**src/rtl/core/futrk_pkg.sv**
```systemverilog
`default_nettype none

package futrk_pkg;

  localparam int SYMBOL_W         = 8;
  localparam int ALPHABET_DEFAULT = 256;

  // saturating occurrence count codes
  localparam logic [1:0] CNT_ZERO = 2'd0;
  localparam logic [1:0] CNT_ONE  = 2'd1;
  localparam logic [1:0] CNT_MANY = 2'd2;

  typedef struct packed {
    logic [SYMBOL_W-1:0] symbol;
    logic                restart;
  } in_t;

  typedef struct packed {
    logic                found;
    logic [SYMBOL_W-1:0] first_unique;
  } out_t;

  typedef enum logic [2:0] {
    ST_IDLE,
    ST_UPDATE,
    ST_Q_RD,
    ST_C_RD,
    ST_CHK,
    ST_EMIT
  } state_t;

  typedef struct packed {
    logic accept;
    logic update;
    logic pop;
    logic load_head;
    logic cnt_rd_queue;
    logic emit;
  } cmd_t;

  typedef struct packed {
    logic pop_needed;
    logic head_repeated;
    logic pop_last;
    logic out_free;
  } status_t;

endpackage

`default_nettype wire

```
**src/rtl/core/futrk_ram.sv**
```systemverilog
`default_nettype none

module futrk_ram #(
  parameter int WIDTH = 8,
  parameter int DEPTH = 256
) (
  input  wire logic                     clk,
  input  wire logic                     we,
  input  wire logic [$clog2(DEPTH)-1:0] waddr,
  input  wire logic [WIDTH-1:0]         wdata,
  input  wire logic [$clog2(DEPTH)-1:0] raddr,
  output      logic [WIDTH-1:0]         rdata
);

  logic [WIDTH-1:0] mem [DEPTH];

  always_ff @(posedge clk) begin
    if (we) begin
      mem[waddr] <= wdata;
    end
    rdata <= mem[raddr];
  end

endmodule

`default_nettype wire

```
**src/rtl/core/futrk_ctrl.sv**
```systemverilog
`default_nettype none

module futrk_ctrl (
  input  wire logic              clk,
  input  wire logic              rst,
  input  wire logic              in_valid,
  output      logic              in_ready,
  input  wire futrk_pkg::status_t status,
  output      futrk_pkg::cmd_t   cmd
);

  import futrk_pkg::*;

  state_t state;
  state_t state_next;

  always_ff @(posedge clk) begin
    if (rst) begin
      state <= ST_IDLE;
    end else begin
      state <= state_next;
    end
  end

  always_comb begin
    state_next = state;
    cmd        = '0;
    in_ready   = 1'b0;
    unique case (state)
      ST_IDLE: begin
        in_ready = 1'b1;
        if (in_valid) begin
          cmd.accept = 1'b1;
          state_next = ST_UPDATE;
        end
      end
      ST_UPDATE: begin
        cmd.update = 1'b1;
        if (status.pop_needed) begin
          cmd.pop    = 1'b1;
          state_next = status.pop_last ? ST_EMIT : ST_Q_RD;
        end else begin
          state_next = ST_EMIT;
        end
      end
      ST_Q_RD: begin
        state_next = ST_C_RD;
      end
      ST_C_RD: begin
        cmd.load_head    = 1'b1;
        cmd.cnt_rd_queue = 1'b1;
        state_next       = ST_CHK;
      end
      ST_CHK: begin
        if (status.head_repeated) begin
          cmd.pop    = 1'b1;
          state_next = status.pop_last ? ST_EMIT : ST_Q_RD;
        end else begin
          state_next = ST_EMIT;
        end
      end
      ST_EMIT: begin
        if (status.out_free) begin
          cmd.emit = 1'b1;
          in_ready = 1'b1;
          if (in_valid) begin
            cmd.accept = 1'b1;
            state_next = ST_UPDATE;
          end else begin
            state_next = ST_IDLE;
          end
        end
      end
      default: begin
        state_next = ST_IDLE;
      end
    endcase
  end

endmodule

`default_nettype wire

```
**src/rtl/core/futrk_dp.sv**
```systemverilog
`default_nettype none

module futrk_dp #(
  parameter int ALPHABET = futrk_pkg::ALPHABET_DEFAULT
) (
  input  wire logic               clk,
  input  wire logic               rst,
  input  wire futrk_pkg::in_t     in_data,
  output      logic               out_valid,
  input  wire logic               out_ready,
  output      futrk_pkg::out_t    out_data,
  input  wire futrk_pkg::cmd_t    cmd,
  output      futrk_pkg::status_t status
);

  import futrk_pkg::*;

  localparam int AW = $clog2(ALPHABET);
  localparam int FW = $clog2(ALPHABET + 1);

  logic [SYMBOL_W-1:0] sym_reg;
  logic                sym_ok;
  logic [ALPHABET-1:0] seen_valid;
  logic [AW-1:0]       head;
  logic [AW-1:0]       tail;
  logic [FW-1:0]       fill;
  logic [SYMBOL_W-1:0] head_sym;

  logic [1:0]          cnt_q;
  logic [SYMBOL_W-1:0] q_rdata;
  logic [1:0]          cur_cnt;
  logic [1:0]          head_cnt;
  logic [1:0]          cnt_wdata;
  logic [AW-1:0]       cnt_raddr;
  logic                cnt_we;
  logic                push;
  logic                in_range;

  function automatic logic [AW-1:0] idx_inc(input logic [AW-1:0] idx);
    logic [AW-1:0] res;
    res = (idx == AW'(ALPHABET - 1)) ? '0 : idx + 1'b1;
    return res;
  endfunction

  // occurrence counts, qualified by seen_valid
  futrk_ram #(
    .WIDTH (2),
    .DEPTH (ALPHABET)
  ) u_cnt_ram (
    .clk   (clk),
    .we    (cnt_we),
    .waddr (sym_reg[AW-1:0]),
    .wdata (cnt_wdata),
    .raddr (cnt_raddr),
    .rdata (cnt_q)
  );

  // symbols in order of first occurrence
  futrk_ram #(
    .WIDTH (SYMBOL_W),
    .DEPTH (ALPHABET)
  ) u_queue_ram (
    .clk   (clk),
    .we    (push),
    .waddr (tail),
    .wdata (sym_reg),
    .raddr (head),
    .rdata (q_rdata)
  );

  assign in_range  = (9'(in_data.symbol) < 9'(ALPHABET));
  assign cur_cnt   = seen_valid[sym_reg[AW-1:0]] ? cnt_q : CNT_ZERO;
  assign head_cnt  = seen_valid[head_sym[AW-1:0]] ? cnt_q : CNT_ZERO;
  assign cnt_raddr = cmd.cnt_rd_queue ? q_rdata[AW-1:0] : in_data.symbol[AW-1:0];
  assign cnt_we    = cmd.update && sym_ok;
  assign cnt_wdata = (cur_cnt == CNT_ZERO) ? CNT_ONE : CNT_MANY;
  assign push      = cmd.update && sym_ok && (cur_cnt == CNT_ZERO) && (fill < FW'(ALPHABET));

  assign status.pop_needed    = sym_ok && (cur_cnt == CNT_ONE) && (fill != '0)
                                && (head_sym == sym_reg);
  assign status.head_repeated = (head_cnt == CNT_MANY);
  assign status.pop_last      = (fill == FW'(1));
  assign status.out_free      = !out_valid || out_ready;

  always_ff @(posedge clk) begin
    if (rst) begin
      seen_valid <= '0;
      head       <= '0;
      tail       <= '0;
      fill       <= '0;
      out_valid  <= 1'b0;
    end else begin
      if (cmd.accept && in_data.restart) begin
        seen_valid <= '0;
        head       <= '0;
        tail       <= '0;
        fill       <= '0;
      end
      if (cnt_we) begin
        seen_valid[sym_reg[AW-1:0]] <= 1'b1;
      end
      if (push) begin
        tail <= idx_inc(tail);
        fill <= fill + 1'b1;
      end
      if (cmd.pop) begin
        head <= idx_inc(head);
        fill <= fill - 1'b1;
      end
      if (cmd.emit) begin
        out_valid <= 1'b1;
      end else if (out_ready) begin
        out_valid <= 1'b0;
      end
    end
  end

  always_ff @(posedge clk) begin
    if (cmd.accept) begin
      sym_reg <= in_data.symbol;
      sym_ok  <= in_range;
    end
    if (push && (fill == '0)) begin
      head_sym <= sym_reg;
    end else if (cmd.load_head) begin
      head_sym <= q_rdata;
    end
    if (cmd.emit) begin
      out_data.found        <= (fill != '0);
      out_data.first_unique <= (fill != '0) ? head_sym : '0;
    end
  end

endmodule

`default_nettype wire

```
**src/rtl/core/first_unique_symbol_tracker_top.sv**
```systemverilog
// result: registered in the emit state after the update state when the queue head stays put
// each drop that leaves entries in the queue adds the queue read, count read and check states
// one transaction at a time, next accepted in the emit state after the count write-back
// drops happen at most once per symbol per stream, so extra cycles amortise over the stream
// reset: synchronous, clears control and per-symbol valid flags at once, no clearing pass
`default_nettype none

module first_unique_symbol_tracker_top #(
  parameter int ALPHABET = futrk_pkg::ALPHABET_DEFAULT
) (
  input  wire logic            clk,
  input  wire logic            rst,
  input  wire logic            in_valid,
  output      logic            in_ready,
  input  wire futrk_pkg::in_t  in_data,
  output      logic            out_valid,
  input  wire logic            out_ready,
  output      futrk_pkg::out_t out_data
);

  import futrk_pkg::*;

  cmd_t    cmd;
  status_t status;

  futrk_ctrl u_ctrl (
    .clk      (clk),
    .rst      (rst),
    .in_valid (in_valid),
    .in_ready (in_ready),
    .status   (status),
    .cmd      (cmd)
  );

  futrk_dp #(
    .ALPHABET (ALPHABET)
  ) u_dp (
    .clk       (clk),
    .rst       (rst),
    .in_data   (in_data),
    .out_valid (out_valid),
    .out_ready (out_ready),
    .out_data  (out_data),
    .cmd       (cmd),
    .status    (status)
  );

endmodule

`default_nettype wire

```
**config.mk**
```make
export PLATFORM = sky130hd
export DESIGN_NAME = first_unique_symbol_tracker_top
export DESIGN_NICKNAME = d
export VERILOG_FILES = /design/src/rtl/core/futrk_pkg.sv /design/src/rtl/core/futrk_ram.sv /design/src/rtl/core/futrk_ctrl.sv /design/src/rtl/core/futrk_dp.sv /design/src/rtl/core/first_unique_symbol_tracker_top.sv
export SDC_FILE = /design/constraint.sdc
export NUM_CORES = 2
export LEC_CHECK = 0
export BUFFER_PORTS_ARGS = -buffer_cell sky130_fd_sc_hd__buf_2
export CAP_MARGIN = 20
export CORE_MARGIN = 10
export CORE_UTILIZATION = 30
export DETAILED_ROUTE_END_ITERATION = 12
export GPL_TIMING_DRIVEN = 0
export REMOVE_ABC_BUFFERS = 1
export SLEW_MARGIN = 20
export SYNTH_ARGS = -nofsm -noshare
export SYNTH_HDL_FRONTEND = slang
export SYNTH_SLANG_ARGS = --single-unit
export TNS_END_PERCENT = 10
```
**constraint.sdc**
```tcl
create_clock -name clk -period 19.96 [get_ports clk]
set_input_delay 0.998 -clock clk [delete_from_list [all_inputs] [get_ports clk]]
set_output_delay 0.998 -clock clk [all_outputs]
set_load 0.02 [all_outputs]
```
* Word-level counts from Yosys, hierarchy flattened
Memory sizes are Yosys's and may differ from the RTL's. A register that Yosys moved wholly into a read port is not among the register bits.
Index checks and enable logic that the tools add are counted.
** Storage, ports and cells
- Memories :: 2
- Flip-flop bits (word level) :: 310
- RAM bits :: 2560
- Memory bits (read-only) :: 0
- Bits in latches :: 0
** Cells by class
- Reductions and logical operators :: 19
- Add/subtract/negate cells :: 4
- Bitwise gates (word level) :: 1
- Magnitude comparators :: 4
- Divide/modulo/power cells :: 0
- Eq/ne operators :: 13
- Multiplexer cells :: 47
- Shifts and indexed selects :: 0
- Multipliers :: 0
** Memory list
- u_dp.u_queue_ram.mem :: depth 256, bits a word 8, read ports 1, clocked after memory_dff 1, wr ports 1, line futrk_ram.sv:15 : logic [WIDTH-1:0] mem [DEPTH];
- u_dp.u_cnt_ram.mem :: depth 256, bits a word 2, read ports 1, clocked after memory_dff 1, wr ports 1, line futrk_ram.sv:15
** Operators by type and width (count)
- $mux 256 :: 3
- $or 256x256->256 :: 1
- $mux 8 :: 8
- $mux 9 :: 3
- $lt 8x9->1 const B :: 2
- $pmux 3 s6 :: 1
- $mux 1 :: 17
- $add 8x1->8 const B :: 2
- $bmux 1 s8 :: 2
- $eq 8x8->1 const B :: 2
- $mux 3 :: 5
- $add 9x1->9 const B :: 1
- $eq 9x1->1 const B :: 1
- $logic_not 9->1 :: 1
- $lt 9x9->1 const B :: 1
- $reduce_bool 9->1 :: 1
- $sub 9x1->9 const B :: 1
- $demux 1 s8 :: 1
- $eq 8x8->1 :: 1
- $ge 8x1->1 const B :: 1
- $mux 2 :: 4
- $reduce_bool 2->1 :: 4
- $logic_and 1x1->1 :: 7
- $eq 3x2->1 const B :: 2
- 12 further kinds :: 16

* Logic depth before layout (Yosys ltp)
- Depth after elaboration :: 9
- Depth in mapped cells :: 16

* Hierarchy
A second synthesis with hierarchy kept.
** Unflattened totals
- Cells, all modules :: 6494
- Area total of the unflattened synthesis :: 116745.7 µm²
** By module, submodules not included
- futrk_ram (u_dp.u_queue_ram) :: sequential area each 61659.1 µm², instances 1, cells each 3733, area each 79556.3 µm²
- futrk_ram (u_dp.u_cnt_ram) :: sequential area each 15414.8 µm², instances 1, cells each 1242, area each 21381.8 µm²
- futrk_dp :: sequential area each 6396.1 µm², instances 1, cells each 1475, area each 15477.3 µm²
- futrk_ctrl :: sequential area each 60.1 µm², instances 1, cells each 44, area each 330.3 µm²

* Least setup slack after synthesis
Ideal clock, no wire load.
- Kind :: register to register
- Start :: register u_dp.sym_reg[0]
- End :: memory u_dp.u_queue_ram.mem[120][0], enable pin
- Stages on the path, launching flop included :: 14
- Path slack :: 4431 ps
- Data arrival time :: 15255 ps
- Buffers on the path :: 3
- Period minus slack after synthesis :: 15529 ps
- Path through :: edfxtp_1 > buf_4 > buf_2 > nor2_1 > a22oi_1 > a21oi_1 > or4_1 > o211ai_1 > o21ai_2 > nor2_2 > clkinv_1 > nand3_1 > buf_2 > nor2_1
** On the way
- Longest elaborated chain between the ends :: 8
** Ends and longest elaborated chain
- start: declaration :: line futrk_dp.sv:21 : logic [SYMBOL_W-1:0] sym_reg;
- start signal: assignment :: line futrk_dp.sv:120 : sym_reg <= in_data.symbol;
- $bmux 1 s8 :: line futrk_dp.sv:72 : assign cur_cnt = seen_valid[sym_reg[AW-1:0]] ? cnt_q : CNT_ZERO;
- $mux 1 (implied by the code) :: line futrk_dp.sv:72
- $mux 2 :: line futrk_dp.sv:72
- $logic_not 2->1 :: line futrk_dp.sv:77 : assign push = cmd.update && sym_ok && (cur_cnt == CNT_ZERO) && (fill < FW'(ALPHABET));
- $logic_and 1x1->1 (2 in series) :: line futrk_dp.sv:77
- $mux 1 :: line futrk_ram.sv:18 : if (we) begin
- $mux 1 (implied by the code) :: line futrk_ram.sv:19 : mem[waddr] <= wdata;
- end: declaration :: line futrk_ram.sv:15
No other way between the ends. The select of a mux whose other input is x is not followed.

* Worst setup path after layout
- Start :: register u_dp.sym_reg[0]
- End :: memory u_dp.u_queue_ram.mem[188][0], enable pin
The elaborated chain is that of the path after synthesis.

==> results.json <==
{
  "antenna_found_initial": 6,
  "min_period_ns": 6.39,
  "gp_congestion": 0.805,
  "die_h_um": 639,
  "grt_pass1_vias": 60100,
  "whs_ns": 0.457,
  "finalSetupViolCount": 0,
  "crit_type": "reg2reg",
  "final_cell_mix": "2585 x edfxtp_1, 914 x mux4_2, 796 x nor2_1",
  "crit_fanout": 57,
  "insertion_delay_ns": 0.87,
  "wire_per_inst_um": 25.3,
  "crit_chain": "buf_8 > buf_16 > nor2b_1 > a221oi_1 > o21ai_0 > a41oi_1 > a21boi_1 > o21ai_2 > nor2_4 > buf_16 > clkinv_4 > nand3_4 > buf_12 > nor2_1",
  "critical_path.max_stage_delay_ns": 0.93,
  "min_period_over_period_pct": 32.0,
  "layout_commonest_cell": "edfxtp_1",
  "cts_buffers": 302,
  "gr-total-overflow": 0,
  "grt_start_max_net_pins": 121,
  "vias_per_cell": 5.18,
  "io_pins": 24,
  "tightest_slew_ns": 1.18,
  "yosysSeqAreaShare_pct": 72.6,
  "ys_ff_latch": 2880,
  "start_util_pct": 30.1,
  "cts_hold_buf": 0,
  "swShare_pct": 22.6,
  "drc": 0,
  "setup.worst_path.start_class": "flip-flop",
  "switchingPower_uw": 3010,
  "relSlewSlack_pct": 21.1,
  "port_buffers": 23,
  "place_ws_ns": 13.81,
  "ant_nets": 0,
  "status": "completed",
  "ys_types": 61,
  "setup_slack_ns": 13.57,
  "dp_hpwl_um": 192000,
  "slew_violations": 0,
  "die_w_um": 639,
  "clockRootBuffer": "clkbuf_16",
  "path_buf_inv": 5,
  "worstPathArrival_ns": 6.80,
  "fmaxAchievable_mhz": 157,
  "drive_gt1_share_pct": 26.5,
  "placed_area_mm2": 0.125,
  "clk_pin_slew_ns": 0.06,
  "cap_violations": 0,
  "clock_tree.buffer_depth": 4,
  "clkPwrFrac_pct": 41.6,
  "cpMostUsedCell": "buf_16",
  "num_vias": 59100,
  "synth_edf_count": 2585,
  "drtIter0Drc": 7083,
  "grt_usage_pct": 13.7,
  "ir_worst_vdd_uv": 73.1,
  "synth_warnings": 0,
  "critPathSlowestCell": "nor2b_1",
  "cts_tree": "built",
  "coreArea_mm2": 0.382,
  "leakagePower_uw": 0.0408,
  "synth_area_mm2": 0.115,
  "hold_viol": 0,
  "area_delta_synth_final_pct": 17.4,
  "top_regs": "u_dp.u_queue_ram.mem x2048, u_dp.u_cnt_ram.mem x512, u_dp.seen_valid x256",
  "cts_sinks": 2880,
  "cts_resized": 0,
  "avgSynthCellArea_um2": 19.3,
  "power_uw": 13400,
  "wl_um": 289000,
  "final_area_mm2": 0.135,
  "cellPowerDensity_mw_per_mm2": 98.9,
  "tns_ns": 0,
  "htree_levels": 5,
  "fin_nets": 6169,
  "crit_required_ns": 20.37,
  "rsz0062_at_grt": "no",
  "endpoint_kind": "flip-flop",
  "dieArea_mm2": 0.409,
  "post-cts-setup-buffer-count": 0,
  "rows": 227,
  "p_comb_share_pct": 7.5,
  "finalClockSkew_ns": 0.102,
  "hold_path.class": "in2reg",
  "largest_reg_flops": 2048,
  "seqPwrFrac_pct": 51.0,
  "top_register": "u_dp.u_queue_ram.mem",
  "dr.pass1.iters": 6,
  "synthFlopType": "edfxtp_1",
  "n_fill_cell": 34800,
  "ys_async_sr_fraction_pct": 0,
  "postSynthCellCount": 5952,
  "intPower_uw": 10300,
  "cpLargestDelayFamily": "simple AND/OR/NAND/NOR gates",
  "grt_pass1_wl_um": 423000
}
[cell families after synthesis]
kind of cell	after synthesis	synth area share (%)
flops	2880	72.6
simple gates	1130	4.05
mux	1122	19.7
buf+inv	403	1.44
compound gates	400	2.00
xor+xnor	9	0.0685
fa+ha+maj	8	0.0870
[final cells by class]
| class | count | area [µm²] | share of cell area (%) |
|---|---|---|---|
| repair buffers | 281 | 5330 | 3.94 |
| inverters | 14 | 57.6 | 0.0426 |
| flip-flops and latches | 2880 | 83600 | 61.9 |
| clock buffers | 377 | 8110 | 6.01 |
| well taps | 5038 | 6300 | 4.67 |
| multi-input cells | 2669 | 30100 | 22.3 |
| diodes | 1 | 2.50 | 0.00185 |
| clock inverters | 159 | 1580 | 1.17 |
[metrics by stage]
step | util, % | std cells
after CTS | 35.4 | 11400
final | 35.4 | 11400
after global routing | 35.4 | 11400
after detailed placement | 32.8 | 10900
after floorplan | - | 5563
after global placement | 31.4 | 10600
[metal layers]
metal	vias to the layer above	wire length (µm)	GRT usage [%]
li1	24600	-	-
met1	31300	120000	18.9
met2	2667	137000	21.8
met3	518	23000	2.65
met4	2	9530	4.18
met5	-	11	0
[final timing paths]
| check | startpoint | end | slack [ns] | cells past startpoint |
|---|---|---|---|---|
| min reg2reg | u_dp.fill[8] | u_dp.fill[8] | 0.52 | 2 |
| min | in_data[7] | u_dp.sym_reg[6] | 0.46 | 1 |
| max | u_dp.sym_reg[0] | u_dp.u_queue_ram.mem[188][0] | 13.57 | 14 |
| max reg2reg | u_dp.sym_reg[0] | u_dp.u_queue_ram.mem[188][0] | 13.57 | 14 |
[cell usage after synthesis (all sizes together), types with 4 or more instances]
library cell  number  area share, %
nand4             10          0.054
o32ai              4          0.047
and2               8          0.044
ha                 8          0.087
a2111oi            4          0.030
xor2               4          0.030
edfxtp          2585             67
nor2b             47           0.26
buf              156           0.64
nor3              30           0.14
nand2            139           0.45
a311oi             6          0.046
dfxtp            295            5.1
inv               13          0.042
mux2i            195            1.7
o21ai             16          0.076
and3              11          0.060
nor2             798            2.6
mux2              13           0.13
nor4               6          0.033
a211oi            17           0.11
mux4             914             18
nand2b            15          0.082
xnor2              5          0.038
a22oi             23           0.15
a21oi            292            1.3
or2                6          0.033
a31oi              8          0.049
o211ai             7          0.046
nand3             44           0.19
or3                6          0.033
clkbuf           233           0.76
[power by group through the flow]
stage	sequential (µW)	clock (µW)	combinational, µW
5_1_grt	6800	5900	1050
4_1_cts	6800	5660	995
3_5_place_dp	6930	0	993
6_report	6810	5550	996
3_3_place_gp	7290	0	649
2_1_floorplan	7100	0	406
(Power assumes the default switching activity.)
